$ cat src/rtl/pfd_pkg.sv
// Shared constants for the PD follow-drive controller.
package pfd_pkg;

    // Command characters that run a control step.
    localparam logic [7:0] CHAR_A = 8'h41;
    localparam logic [7:0] CHAR_B = 8'h42;
    localparam logic [7:0] CHAR_C = 8'h43;

    // Field widths that the interface fixes.
    localparam int GAIN_W     = 16;
    localparam int SP_W       = 8;
    localparam int DUTY_W     = 15;
    localparam int CFG_IDX_W  = 3;
    localparam int CFG_DATA_W = 16;

    // Configuration register indexes.
    localparam logic [CFG_IDX_W-1:0] REG_PROP_GAIN  = 3'd0;
    localparam logic [CFG_IDX_W-1:0] REG_DERIV_GAIN = 3'd1;
    localparam logic [CFG_IDX_W-1:0] REG_NEAR_SP    = 3'd2;
    localparam logic [CFG_IDX_W-1:0] REG_MID_SP     = 3'd3;
    localparam logic [CFG_IDX_W-1:0] REG_FAR_SP     = 3'd4;

    // Setpoint indexes.
    localparam logic [1:0] IDX_NEAR = 2'd0;
    localparam logic [1:0] IDX_MID  = 2'd1;
    localparam logic [1:0] IDX_FAR  = 2'd2;

    // Register reset values.
    localparam logic [GAIN_W-1:0] PROP_GAIN_RST  = 16'd1966;
    localparam logic [GAIN_W-1:0] DERIV_GAIN_RST = 16'd13107;
    localparam logic [SP_W-1:0]   NEAR_SP_RST    = 8'd63;
    localparam logic [SP_W-1:0]   MID_SP_RST     = 8'd123;
    localparam logic [SP_W-1:0]   FAR_SP_RST     = 8'd183;

    // Control law constants, Q16 where fractional.
    localparam int unsigned DEADBAND_Q16 = 52428;
    localparam int unsigned FWD_BASE     = 10000;
    localparam int unsigned REV_BASE     = 11000;
    localparam int unsigned DUTY_SLOPE   = 700;
    localparam int unsigned DUTY_MAX     = 30000;
    localparam int unsigned DERIV_DIV    = 10;

    // Duty arithmetic: the output magnitude is clamped to 31 bits before the
    // slope multiply, which already saturates either duty.
    localparam int MAG_CLAMP_W = 31;
    localparam int SCALE_SH    = 16;
    localparam int SCALED_W    = 25;
    localparam int DUTY_SUM_W  = 26;

endpackage

$ cat src/rtl/pfd_mul.sv
// Shared signed multiplier with a registered product.
module pfd_mul #(
    parameter int A_W = 17,
    parameter int B_W = 32
) (
    input  logic                     aclk,
    input  logic signed [A_W-1:0]    op_a,
    input  logic signed [B_W-1:0]    op_b,
    output logic signed [A_W+B_W-1:0] prod_reg
);

    always_ff @(posedge aclk) begin
        prod_reg <= op_a * op_b;
    end

endmodule

$ cat src/rtl/pfd_div10.sv
// Serial divide-by-ten unit that retires four quotient bits per cycle.
module pfd_div10 #(
    parameter int W = 35
) (
    input  logic         aclk,
    input  logic         aresetn,
    input  logic         start,
    input  logic [W-1:0] dividend,
    output logic         done_reg,
    output logic [W-1:0] quotient
);

    localparam int NDIG  = (W + 3) / 4;
    localparam int PW    = NDIG * 4;
    localparam int CNT_W = $clog2(NDIG + 1);

    logic [PW-1:0]    shift_reg;
    logic [PW-1:0]    quo_reg;
    logic [3:0]       rem_reg;
    logic [CNT_W-1:0] cnt_reg;
    logic             busy;
    logic [3:0]       step_rem;
    logic [3:0]       step_q;
    logic [4:0]       step_t;

    assign busy     = (cnt_reg != '0);
    assign quotient = quo_reg[W-1:0];

    // Long division by ten: the partial remainder never exceeds nine, so each
    // bit needs only a five-bit compare and subtract.
    always_comb begin
        step_rem = rem_reg;
        step_q   = '0;
        step_t   = '0;
        for (int i = 0; i < 4; i++) begin
            step_t = {step_rem, shift_reg[PW-1-i]};
            if (step_t >= 5'(pfd_pkg::DERIV_DIV)) begin
                step_rem    = 4'(step_t - 5'(pfd_pkg::DERIV_DIV));
                step_q[3-i] = 1'b1;
            end else begin
                step_rem = step_t[3:0];
            end
        end
    end

    always_ff @(posedge aclk) begin
        if (!aresetn) begin
            cnt_reg  <= '0;
            done_reg <= 1'b0;
        end else begin
            done_reg <= busy && (cnt_reg == CNT_W'(1));
            if (start) begin
                cnt_reg <= CNT_W'(NDIG);
            end else if (busy) begin
                cnt_reg <= cnt_reg - CNT_W'(1);
            end
        end
    end

    always_ff @(posedge aclk) begin
        if (start) begin
            shift_reg <= PW'(dividend);
            quo_reg   <= '0;
            rem_reg   <= '0;
        end else if (busy) begin
            shift_reg <= shift_reg << 4;
            quo_reg   <= {quo_reg[PW-5:0], step_q};
            rem_reg   <= step_rem;
        end
    end

endmodule

$ cat src/rtl/pd_follow_drive_controller.sv
// A step byte (A, B, C) runs through the ERR, MULP, MULD, DSTART, DWAIT, DEC and DUTY states
// before EMIT raises its word; any other byte goes straight from idle to EMIT.
// One word is in work at a time: s_ready is high only in the idle state, and a button word
// leaves the controller idle; a word in EMIT also waits on m_ready while the output is full.
// The divide-by-ten unit retires four bits a cycle while DWAIT waits on it; one multiplier is shared.
// Reset (aresetn low, synchronous) restores register defaults, index 1, error and phase 0.
module pd_follow_drive_controller #(
    parameter int ECHO_WIDTH       = 16,
    parameter int BEEP_HALF_PERIOD = 5
) (
    input  logic                                aclk,
    input  logic                                aresetn,
    input  logic                                cfg_wen,
    input  logic [pfd_pkg::CFG_IDX_W-1:0]       cfg_index,
    input  logic [pfd_pkg::CFG_DATA_W-1:0]      cfg_wdata,
    input  logic                                s_valid,
    output logic                                s_ready,
    input  logic                                s_cmd,
    input  logic [7:0]                          s_rx_byte,
    input  logic [ECHO_WIDTH-1:0]               s_echo_count,
    input  logic                                s_button_next,
    input  logic                                s_button_prev,
    output logic                                m_valid,
    input  logic                                m_ready,
    output logic [pfd_pkg::DUTY_W-1:0]          m_forward_duty,
    output logic [pfd_pkg::DUTY_W-1:0]          m_reverse_duty,
    output logic                                m_led_one,
    output logic                                m_led_two,
    output logic                                m_buzzer
);

    localparam int EW     = ECHO_WIDTH;
    localparam int ERR_W  = EW + 2;
    localparam int DIFF_W = EW + 3;
    localparam int TERM_W = EW + 19;
    localparam int OUT_W  = TERM_W + 1;
    localparam int ABS_W  = (OUT_W > 32) ? OUT_W : 32;
    localparam int MA_W   = pfd_pkg::GAIN_W + 1;
    localparam int MB_W   = (DIFF_W > 32) ? DIFF_W : 32;
    localparam int PROD_W = MA_W + MB_W;
    localparam int BEEP_W = $clog2(2 * BEEP_HALF_PERIOD);

    typedef enum logic [3:0] {
        ST_IDLE, ST_ERR, ST_MULP, ST_MULD, ST_DSTART, ST_DWAIT, ST_DEC, ST_DUTY, ST_EMIT
    } state_t;

    state_t state_reg;

    logic [pfd_pkg::GAIN_W-1:0] kp_reg, kd_reg;
    logic [pfd_pkg::SP_W-1:0]   near_sp_reg, mid_sp_reg, far_sp_reg;

    logic [1:0]               sp_idx_reg;
    logic signed [ERR_W-1:0]  last_err_reg;
    logic [BEEP_W-1:0]        beep_phase_reg;

    logic [EW-1:0]              echo_reg;
    logic signed [ERR_W-1:0]    err_reg;
    logic signed [TERM_W-1:0]   pterm_reg;
    logic                       d_neg_reg;
    logic signed [OUT_W-1:0]    o_reg;
    logic                       dir_fwd_reg, dir_rev_reg;
    logic [pfd_pkg::DUTY_W-1:0] res_fwd_reg, res_rev_reg;
    logic                       res_led1_reg, res_led2_reg, res_buz_reg;

    logic                       m_valid_reg;
    logic [pfd_pkg::DUTY_W-1:0] m_fwd_reg, m_rev_reg;
    logic                       m_led1_reg, m_led2_reg, m_buz_reg;

    logic [pfd_pkg::SP_W-1:0]       sp_sel;
    logic [1:0]                     idx_after_next, idx_after_prev;
    logic                           step_byte;
    logic signed [DIFF_W-1:0]       diff;
    logic signed [MA_W-1:0]         mul_a;
    logic signed [MB_W-1:0]         mul_b;
    logic signed [PROD_W-1:0]       mul_p;
    logic signed [TERM_W-1:0]       dprod;
    logic [TERM_W-1:0]              div_in;
    logic                           div_done;
    logic [TERM_W-1:0]              div_q;
    logic signed [TERM_W-1:0]       dterm;
    logic signed [ABS_W-1:0]        o_ext;
    logic [ABS_W-1:0]               abs_o;
    logic [pfd_pkg::MAG_CLAMP_W-1:0] mag_clamp;
    logic                           above_band;
    logic [pfd_pkg::DUTY_SUM_W-1:0] duty_sum;
    logic [pfd_pkg::DUTY_W-1:0]     duty_sat;

    assign s_ready        = (state_reg == ST_IDLE);
    assign m_valid        = m_valid_reg;
    assign m_forward_duty = m_fwd_reg;
    assign m_reverse_duty = m_rev_reg;
    assign m_led_one      = m_led1_reg;
    assign m_led_two      = m_led2_reg;
    assign m_buzzer       = m_buz_reg;

    assign step_byte = (s_rx_byte == pfd_pkg::CHAR_A) || (s_rx_byte == pfd_pkg::CHAR_B)
                    || (s_rx_byte == pfd_pkg::CHAR_C);

    always_comb begin
        case (sp_idx_reg)
            pfd_pkg::IDX_NEAR: sp_sel = near_sp_reg;
            pfd_pkg::IDX_MID:  sp_sel = mid_sp_reg;
            default:           sp_sel = far_sp_reg;
        endcase
    end

    // The next button is applied first, then the previous button.
    always_comb begin
        idx_after_next = sp_idx_reg;
        if (s_button_next) begin
            case (sp_idx_reg)
                pfd_pkg::IDX_NEAR: idx_after_next = pfd_pkg::IDX_MID;
                pfd_pkg::IDX_MID:  idx_after_next = pfd_pkg::IDX_FAR;
                default:           idx_after_next = pfd_pkg::IDX_NEAR;
            endcase
        end
        idx_after_prev = idx_after_next;
        if (s_button_prev) begin
            case (idx_after_next)
                pfd_pkg::IDX_NEAR: idx_after_prev = pfd_pkg::IDX_FAR;
                pfd_pkg::IDX_MID:  idx_after_prev = pfd_pkg::IDX_NEAR;
                default:           idx_after_prev = pfd_pkg::IDX_MID;
            endcase
        end
    end

    assign diff = DIFF_W'(err_reg) - DIFF_W'(last_err_reg);

    // Output magnitude and deadband test.
    assign o_ext      = ABS_W'(o_reg);
    assign abs_o      = o_ext[ABS_W-1] ? ABS_W'(-o_ext) : ABS_W'(o_ext);
    assign above_band = abs_o > ABS_W'(pfd_pkg::DEADBAND_Q16);
    assign mag_clamp  = ((abs_o >> pfd_pkg::MAG_CLAMP_W) != '0) ? '1
                      : abs_o[pfd_pkg::MAG_CLAMP_W-1:0];

    // Operand selection for the shared multiplier.
    always_comb begin
        case (state_reg)
            ST_MULD: begin
                mul_a = MA_W'(kd_reg);
                mul_b = MB_W'(diff);
            end
            ST_DEC: begin
                mul_a = MA_W'(pfd_pkg::DUTY_SLOPE);
                mul_b = MB_W'(mag_clamp);
            end
            default: begin
                mul_a = MA_W'(kp_reg);
                mul_b = MB_W'(err_reg);
            end
        endcase
    end

    pfd_mul #(
        .A_W (MA_W),
        .B_W (MB_W)
    ) u_mul (
        .aclk     (aclk),
        .op_a     (mul_a),
        .op_b     (mul_b),
        .prod_reg (mul_p)
    );

    assign dprod  = TERM_W'(mul_p);
    assign div_in = dprod[TERM_W-1] ? TERM_W'(-dprod) : TERM_W'(dprod);

    pfd_div10 #(
        .W (TERM_W)
    ) u_div10 (
        .aclk     (aclk),
        .aresetn  (aresetn),
        .start    (state_reg == ST_DSTART),
        .dividend (div_in),
        .done_reg (div_done),
        .quotient (div_q)
    );

    // The derivative term truncates toward zero: divide the magnitude, then restore the sign.
    assign dterm = d_neg_reg ? -$signed(div_q) : $signed(div_q);

    assign duty_sum = (dir_fwd_reg ? pfd_pkg::DUTY_SUM_W'(pfd_pkg::FWD_BASE)
                                   : pfd_pkg::DUTY_SUM_W'(pfd_pkg::REV_BASE))
                    + pfd_pkg::DUTY_SUM_W'(mul_p[pfd_pkg::SCALE_SH +: pfd_pkg::SCALED_W]);
    assign duty_sat = (duty_sum > pfd_pkg::DUTY_SUM_W'(pfd_pkg::DUTY_MAX))
                    ? pfd_pkg::DUTY_W'(pfd_pkg::DUTY_MAX) : duty_sum[pfd_pkg::DUTY_W-1:0];

    always_ff @(posedge aclk) begin
        if (!aresetn) begin
            kp_reg      <= pfd_pkg::PROP_GAIN_RST;
            kd_reg      <= pfd_pkg::DERIV_GAIN_RST;
            near_sp_reg <= pfd_pkg::NEAR_SP_RST;
            mid_sp_reg  <= pfd_pkg::MID_SP_RST;
            far_sp_reg  <= pfd_pkg::FAR_SP_RST;
        end else if (cfg_wen) begin
            case (cfg_index)
                pfd_pkg::REG_PROP_GAIN:  kp_reg      <= cfg_wdata;
                pfd_pkg::REG_DERIV_GAIN: kd_reg      <= cfg_wdata;
                pfd_pkg::REG_NEAR_SP:    near_sp_reg <= cfg_wdata[pfd_pkg::SP_W-1:0];
                pfd_pkg::REG_MID_SP:     mid_sp_reg  <= cfg_wdata[pfd_pkg::SP_W-1:0];
                pfd_pkg::REG_FAR_SP:     far_sp_reg  <= cfg_wdata[pfd_pkg::SP_W-1:0];
                default: ;
            endcase
        end
    end

    always_ff @(posedge aclk) begin
        if (!aresetn) begin
            state_reg      <= ST_IDLE;
            sp_idx_reg     <= pfd_pkg::IDX_MID;
            last_err_reg   <= '0;
            beep_phase_reg <= '0;
            m_valid_reg    <= 1'b0;
        end else begin
            // In the emit state the output register is reloaded rather than cleared.
            if (m_valid_reg && m_ready && (state_reg != ST_EMIT)) begin
                m_valid_reg <= 1'b0;
            end
            case (state_reg)
                ST_IDLE: begin
                    if (s_valid) begin
                        if (s_cmd) begin
                            sp_idx_reg <= idx_after_prev;
                        end else if (step_byte) begin
                            echo_reg     <= s_echo_count;
                            res_led1_reg <= (s_rx_byte != pfd_pkg::CHAR_A);
                            res_led2_reg <= (s_rx_byte != pfd_pkg::CHAR_B);
                            state_reg    <= ST_ERR;
                        end else begin
                            res_fwd_reg  <= '0;
                            res_rev_reg  <= '0;
                            res_led1_reg <= 1'b0;
                            res_led2_reg <= 1'b0;
                            res_buz_reg  <= 1'b0;
                            state_reg    <= ST_EMIT;
                        end
                    end
                end
                ST_ERR: begin
                    err_reg   <= ERR_W'(echo_reg) - ERR_W'(sp_sel);
                    state_reg <= ST_MULP;
                end
                ST_MULP: begin
                    state_reg <= ST_MULD;
                end
                ST_MULD: begin
                    pterm_reg    <= TERM_W'(mul_p);
                    last_err_reg <= err_reg;
                    state_reg    <= ST_DSTART;
                end
                ST_DSTART: begin
                    d_neg_reg <= dprod[TERM_W-1];
                    state_reg <= ST_DWAIT;
                end
                ST_DWAIT: begin
                    if (div_done) begin
                        o_reg     <= OUT_W'(pterm_reg) - OUT_W'(dterm);
                        state_reg <= ST_DEC;
                    end
                end
                ST_DEC: begin
                    dir_fwd_reg <= above_band && !o_ext[ABS_W-1];
                    dir_rev_reg <= above_band && o_ext[ABS_W-1];
                    if (above_band && o_ext[ABS_W-1]) begin
                        res_buz_reg <= (beep_phase_reg < BEEP_W'(BEEP_HALF_PERIOD));
                        if (beep_phase_reg == BEEP_W'(2 * BEEP_HALF_PERIOD - 1)) begin
                            beep_phase_reg <= '0;
                        end else begin
                            beep_phase_reg <= beep_phase_reg + BEEP_W'(1);
                        end
                    end else begin
                        res_buz_reg    <= 1'b0;
                        beep_phase_reg <= '0;
                    end
                    state_reg <= ST_DUTY;
                end
                ST_DUTY: begin
                    res_fwd_reg <= dir_fwd_reg ? duty_sat : '0;
                    res_rev_reg <= dir_rev_reg ? duty_sat : '0;
                    state_reg   <= ST_EMIT;
                end
                ST_EMIT: begin
                    // Hand the word over once the output register is free.
                    if (!m_valid_reg || m_ready) begin
                        m_valid_reg <= 1'b1;
                        m_fwd_reg   <= res_fwd_reg;
                        m_rev_reg   <= res_rev_reg;
                        m_led1_reg  <= res_led1_reg;
                        m_led2_reg  <= res_led2_reg;
                        m_buz_reg   <= res_buz_reg;
                        state_reg   <= ST_IDLE;
                    end
                end
                default: begin
                    state_reg <= ST_IDLE;
                end
            endcase
        end
    end

`ifndef SYNTHESIS
    a_button_no_word: assert property (@(posedge aclk) disable iff (!aresetn)
        (s_valid && s_ready && s_cmd) |=> !$rose(m_valid))
        else $error("button word produced an output word");

    a_index_legal: assert property (@(posedge aclk) disable iff (!aresetn)
        sp_idx_reg != 2'd3)
        else $error("setpoint index left the legal range");

    a_div_done_in_wait: assert property (@(posedge aclk) disable iff (!aresetn)
        div_done |-> (state_reg == ST_DWAIT))
        else $error("divider finished outside its wait state");

    a_beep_phase_range: assert property (@(posedge aclk) disable iff (!aresetn)
        beep_phase_reg <= BEEP_W'(2 * BEEP_HALF_PERIOD - 1))
        else $error("beep phase past its period");

    a_valid_rises_from_emit: assert property (@(posedge aclk) disable iff (!aresetn)
        $rose(m_valid) |-> ($past(state_reg) == ST_EMIT))
        else $error("output word raised outside the emit state");
`endif

endmodule
$ cat config.mk
export PLATFORM = sky130hd
export DESIGN_NAME = pd_follow_drive_controller
export DESIGN_NICKNAME = d
export VERILOG_FILES = /design/src/rtl/pfd_pkg.sv /design/src/rtl/pfd_mul.sv /design/src/rtl/pfd_div10.sv /design/src/rtl/pd_follow_drive_controller.sv
export SDC_FILE = /design/constraint.sdc
export NUM_CORES = 2
export LEC_CHECK = 0
export BUFFER_PORTS_ARGS = -buffer_cell sky130_fd_sc_hd__buf_2
export CAP_MARGIN = 20
export CORE_MARGIN = 4
export CORE_UTILIZATION = 59
export CTS_CLUSTER_SIZE = 14
export DETAILED_ROUTE_END_ITERATION = 12
export PLACE_DENSITY = 0.79
export SLEW_MARGIN = 40
export SYNTH_ARGS = -nofsm -noshare
export SYNTH_HDL_FRONTEND = slang
export SYNTH_SLANG_ARGS = --single-unit
$ cat constraint.sdc
create_clock -name aclk -period 8.65 [get_ports aclk]
set_input_delay 0.865 -clock aclk [delete_from_list [all_inputs] [get_ports aclk]]
set_output_delay 0.865 -clock aclk [all_outputs]
set_load 0.02 [all_outputs]
== After elaboration in Yosys (flattened, before gate mapping) ==
Cells that the tools add are included.

* Multipliers: 1
* Add/subtract/negate cells: 13
* Equality and inequality tests: 27
* Reduce and logical (&&, ||, !) cells: 37
* Order comparisons: 7
* Bitwise gates (word level): 2
* Multiplexer cells: 48

{| class="wikitable"
|+ Operator list
! cell !! count
|-
| $mux W35 || 4
|-
| $mux W15 || 6
|-
| $neg A35 Y35 || 2
|-
| $pmux W32 S2 || 1
|-
| $pmux W15 S2 || 2
|-
| $mux W4 || 13
|-
| $mul A17 B32 Y41 || 1
|-
| $gt A36 B16 Y1 const B || 1
|-
| $mux W36 || 1
|-
| $neg A36 Y36 || 1
|-
| $pmux W4 S9 || 1
|-
| $reduce_bool A36 Y1 || 1
|-
| $sub A35 B35 Y36 || 1
|-
| $pmux W16 S2 || 1
|-
| $mux W31 || 1
|-
| $add A14 B25 Y26 || 1
|-
| $gt A26 B15 Y1 const B || 1
|-
| $eq A8 B7 Y1 const B || 3
|-
| $ge A5 B4 Y1 const B || 4
|-
| $reduce_and A2 Y1 || 9
|-
| $sub A17 B17 Y18 || 1
|-
| $sub A16 B8 Y17 || 1
|-
| $eq A4 B3 Y1 const B || 4
|-
| $ne A8 B7 Y1 const B || 2
|-
| other kinds (33) || 72
|}

* Bits of input ports: 51
* Word-level logic and storage cells: 170
* Register bits: 378
* Output and inout port bits: 35

== Depth between registers and ports, before layout ==
* Depth after elaboration: 8
* Gate-level depth with buffers: 38
* Gate-level depth less buffers: 37

== Hierarchy ==
A second synthesis with hierarchy kept.

* Cells, all modules: 4,280
* Area total of the unflattened synthesis: 39,507.9 µm²

{| class="wikitable"
|+ Modules (own cells, without submodules)
! module !! times used !! sequential area each (µm²) !! cells an instance !! area an instance (µm²)
|-
| pfd_mul || 1 || 980.9 || 2,176 || 19,864.1
|-
| pd_follow_drive_controller || 1 || 6,876.6 || 1,755 || 16,006.6
|-
| pfd_div10 || 1 || 1,951.9 || 349 || 3,637.2
|}

== Worst setup path before layout ==
No wires, ideal clock.

* Kind: register to register
* Start: register o_reg[13] (netlist: o_ext[13])
* End: register u_mul.prod_reg[40]
* Setup time: 126 ps
* Cell stages (with the launch flop): 33
* Slack: -766 ps
* Data arrival time: 9,290 ps
* Path buffers: 3
* Cell sequence: edfxtp_1 buf_6 or4_4 or4_4 or3_4 o311a_1 a211oi_2 and3_1 buf_4 buf_4 a21oi_1 a221oi_1 nor2_1 fa_1 inv_1 fa_1 fa_1 fa_1 inv_1 fa_1 inv_1 fa_1 inv_1 ha_1 o21ai_0 nand2b_1 o211ai_1 o21ai_0 a41oi_1 o31a_1 or4_1 a311oi_1 xnor2_1

* Longest elaborated chain between the ends: 6

{| class="wikitable"
|+ Ends and longest elaborated chain
! what !! RTL line !! text
|-
| start, declared || pd_follow_drive_controller.sv:60 || <nowiki>logic signed [OUT_W-1:0] o_reg;</nowiki>
|-
| start signal, assigned || pd_follow_drive_controller.sv:256 || <nowiki>o_reg <= OUT_W'(pterm_reg) - OUT_W'(dterm);</nowiki>
|-
| $neg A36 Y36 || pd_follow_drive_controller.sv:131 || <nowiki>assign abs_o = o_ext[ABS_W-1] ? ABS_W'(-o_ext) : ABS_W'(o_ext);</nowiki>
|-
| $mux W36 (*) || pd_follow_drive_controller.sv:131 ||
|-
| $reduce_bool A36 Y1 || pd_follow_drive_controller.sv:133 || <nowiki>assign mag_clamp = ((abs_o >> pfd_pkg::MAG_CLAMP_W) != '0) ? '1</nowiki>
|-
| $mux W31 (*) || pd_follow_drive_controller.sv:133 ||
|-
| $pmux W32 S2 (*) || pd_follow_drive_controller.sv:138 || <nowiki>case (state_reg)</nowiki>
|-
| $mul A17 B32 Y41 (*) || pfd_mul.sv:13 || <nowiki>prod_reg <= op_a * op_b;</nowiki>
|-
| end signal, assigned || pfd_mul.sv:13 ||
|-
| end, declared || pfd_mul.sv:9 || <nowiki>output logic signed [A_W+B_W-1:0] prod_reg</nowiki>
|}

Mark *: on every way between the ends. The rest lies on a longest branch, timed or not.
A chain may end at the register's enable or synchronous reset.

== Final worst setup path ==
* Start: register o_reg[16] (netlist: o_ext[16])
* End: register u_mul.prod_reg[40]

Same word-level chain as after synthesis.

==> flow_summary.ini <==
[outcome]
status = finished with violations
failed_checks = negative setup slack

[cts]
numCtsBuffers = 40
numClockSinks = 378
clock_latency_ps = 590
clock_path_buffers = 3
htreeDepth = 2
cts_hold_buffers = 0
cts_tree = yes
clkTransAtPathRegs_ps = 60
clockRootBuffer = clkbuf_16

[setup_path]
slowest_delay_ps = 540
crit_required_ps = 9170
reg2reg_to = u_mul.prod_reg[40]$_DFF_P_
rr_worst_depth = 34
crit_top_cell = fa_1
crit_slowest_cell = or4_4
end_kind = register
cpLargestDelayFamily = adder cells
rrSetupSlack_ps = -290
start_kind = register
worstSetupPathType = reg2reg
arrival_ps = 9460
path_buf_inv = 8
cp-startpoint = o_ext[16]$_DFFE_PP_
reg2reg_from = o_ext[16]$_DFFE_PP_
cp_max_fo = 7

[logic_synthesis]
yosys_register_bits = 378
synth_ff_type = edfxtp_1
ys_warn_count = 0
synth_mux_area_frac = 0.00548
synthesis.instances = 3951
syn_area_per_cell_sq_um = 8.95
synth_compound_area_frac = 0.118
synth.distinct_cells = 82
synth_edf_count = 208
synth_top_family_by_area = adder cells
synthXorXnorAreaFrac = 0.0508
async_reset_ff_frac = 0
netlist_area_sq_um = 35400
synth_nets = 4608
synth_fa_ha_area_frac = 0.305
synth_simple_gate_area_frac = 0.164
yosysSeqAreaShare = 0.273

[hold_path]
hold_start = res_fwd_reg[12]$_SDFFCE_PN0P_
worstHoldPathCells = 0
hold_path_end = m_forward_duty[12]$_DFFE_PP_
hold_class = reg2reg

[place]
io_buffers = 85
dp_slack_ps = -255
post-place-cells = 4916
gp_congestion = 1.03
hpwl_um = 79600

[drt]
postRouteAntennaNets = 0
viasPerCell = 5.89
wl_per_cell_um = 20.4
drt-pass1-iter-count = 6
drc = 0
vias = 29665
routed_wirelength_um = 103000
first_iter_violations = 2780

[cells_and_area]
final_cell_mix = 626 x nand2_1, 588 x inv_1, 411 x fa_1
drive_gt1_frac = 0.157
mostFrequentLayoutCell = nand2_1
fin_nets = 4886
multi_input_area_sq_um = 23600
seq_area_sq_um = 9650
area_delta_synth_final_pct = 15.7
fin_cells = 5034
largest_register_ffs = 41
diodes = 0
num-fill-cells = 4475

[global_routing]
met2_usage = 0.534
grt_use_total = 0.323
antenna_found_initial = 2
gr-usage-met3 = 0.0592
grt-ovfl-total = 0
grt_busiest_layer = met2
first_global_vias = 30342
grt_pass1_wl_um = 162000
use_met1 = 0.420
grt_max_degree = 72

[die]
ioPinCount = 86
die_x_um = 253
fp.dieH_um = 253
row_count = 89
die_area_sq_um = 63900
start_util = 0.598
core-area_sq_um = 59100

[timing]
setup_ws_ps = -292
max_slew_margin = 0.423
worst_slew_pin_slew_ps = 860
period_share = 1.03
finalSetupViolations = 8
rsz0062_at_grt = true
fin_setup_tns_ps = -1480
hold_viol = 0
finalCriticalPeriod_ps = 8940
fmax_mhz = 112
maxSlewViolCount = 0
fin_skew_ps = 26.8

[flow_run]
max_cap_viol_count = 0
cell type report:
type / instances / area share
Multi-Input combinational cell: 2789 / 0.577
Sequential cell: 378 / 0.236
Timing Repair Buffer: 410 / 0.0742
Inverter: 610 / 0.0560
Clock buffer: 59 / 0.0301
Tap cell: 773 / 0.0236
Clock inverter: 15 / 0.00355
per-stage QoR:
stage | area (sq um) | util | hold slack (ps)
global placement | 38600 | 0.653 | 400
detailed placement | 38700 | 0.654 | 405
CTS | 40500 | 0.684 | 418
global route | 40900 | 0.692 | 426
floorplan | 35700 | - | 400
finish | 40900 | 0.692 | 418
cells by family (layout without fill, tap and decap cells):
family,count (synthesis),count (layout)
xor gates and xnor gates,202,202
AOI/OAI and AO/OA,656,656
and+or+nand+nor,1306,1306
adders and majority gates,606,606
muxes,19,19
buffers and inverters,784,1094
DFF,378,378
layer usage:
metal  wire (um)  part of all wire  up-vias
met1       38700              0.38    14547
met4        5340             0.052        2
met3        9670             0.094      315
met2       48800              0.48     1387
met5          13           0.00013        -
li1            -                 -    13414
what timing repair did:
action | CTS | global route
endpoints found under the setup margin | 13 | 21
pin swaps | 42 | 74
cloned | 1 | 1
buffers inserted | 21 | 23
gates resized for setup | 47 | 89
hold endpoints to repair | 0 | 0
synthesized netlist by cell type, types with 13 or more instances:
cell	count	area, sq um
inv_1	610	2290
nand4_1	13	81.3
and3_1	15	93.8
o41ai_1	15	131
a31oi_1	29	181
and2_1	25	156
nand2_1	634	2380
a21o_1	53	398
or3_1	26	163
xnor2_1	97	850
buf_1	21	78.8
nor2b_1	47	294
or4_1	20	150
mux2i_1	16	160
o21ai_0	136	681
dfxtp_1	170	3400
nor4_1	31	194
a211oi_1	15	113
nor3_1	47	235
nand2b_1	39	244
a21oi_1	214	1070
nand3_1	69	345
o21a_1	31	233
edfxtp_1	208	6250
clkbuf_1	142	533
ha_1	181	2260
nor2_1	295	1110
xor2_1	103	902
a22oi_1	18	135
fa_1	425	8510
o31ai_1	26	195
worst reg2reg max path: cells and delay by family (launching register included):
family	cells	cell delay (ps)
adder cells (fa/ha/maj)	7	3250
AND/OR/NAND/NOR	6	2130
flip-flops	1	380
AO/OA/AOI/OAI	12	2240
XOR/XNOR	1	140
buffers and inverters	8	750
worst max-delay path by stage:
stage	to	depth (start not counted)
2_1_floorplan	u_mul.prod_reg[40]$_DFF_P_	32
3_5_place_dp	u_mul.prod_reg[39]$_DFF_P_	33
4_1_cts	u_mul.prod_reg[34]$_DFF_P_	34
6_report	u_mul.prod_reg[40]$_DFF_P_	34
3_3_place_gp	u_mul.prod_reg[39]$_DFF_P_	33
5_1_grt	u_mul.prod_reg[34]$_DFF_P_	34
Power is not shown: default switching activity piles up to over one toggle a cycle in this logic, so the estimate is an artifact.
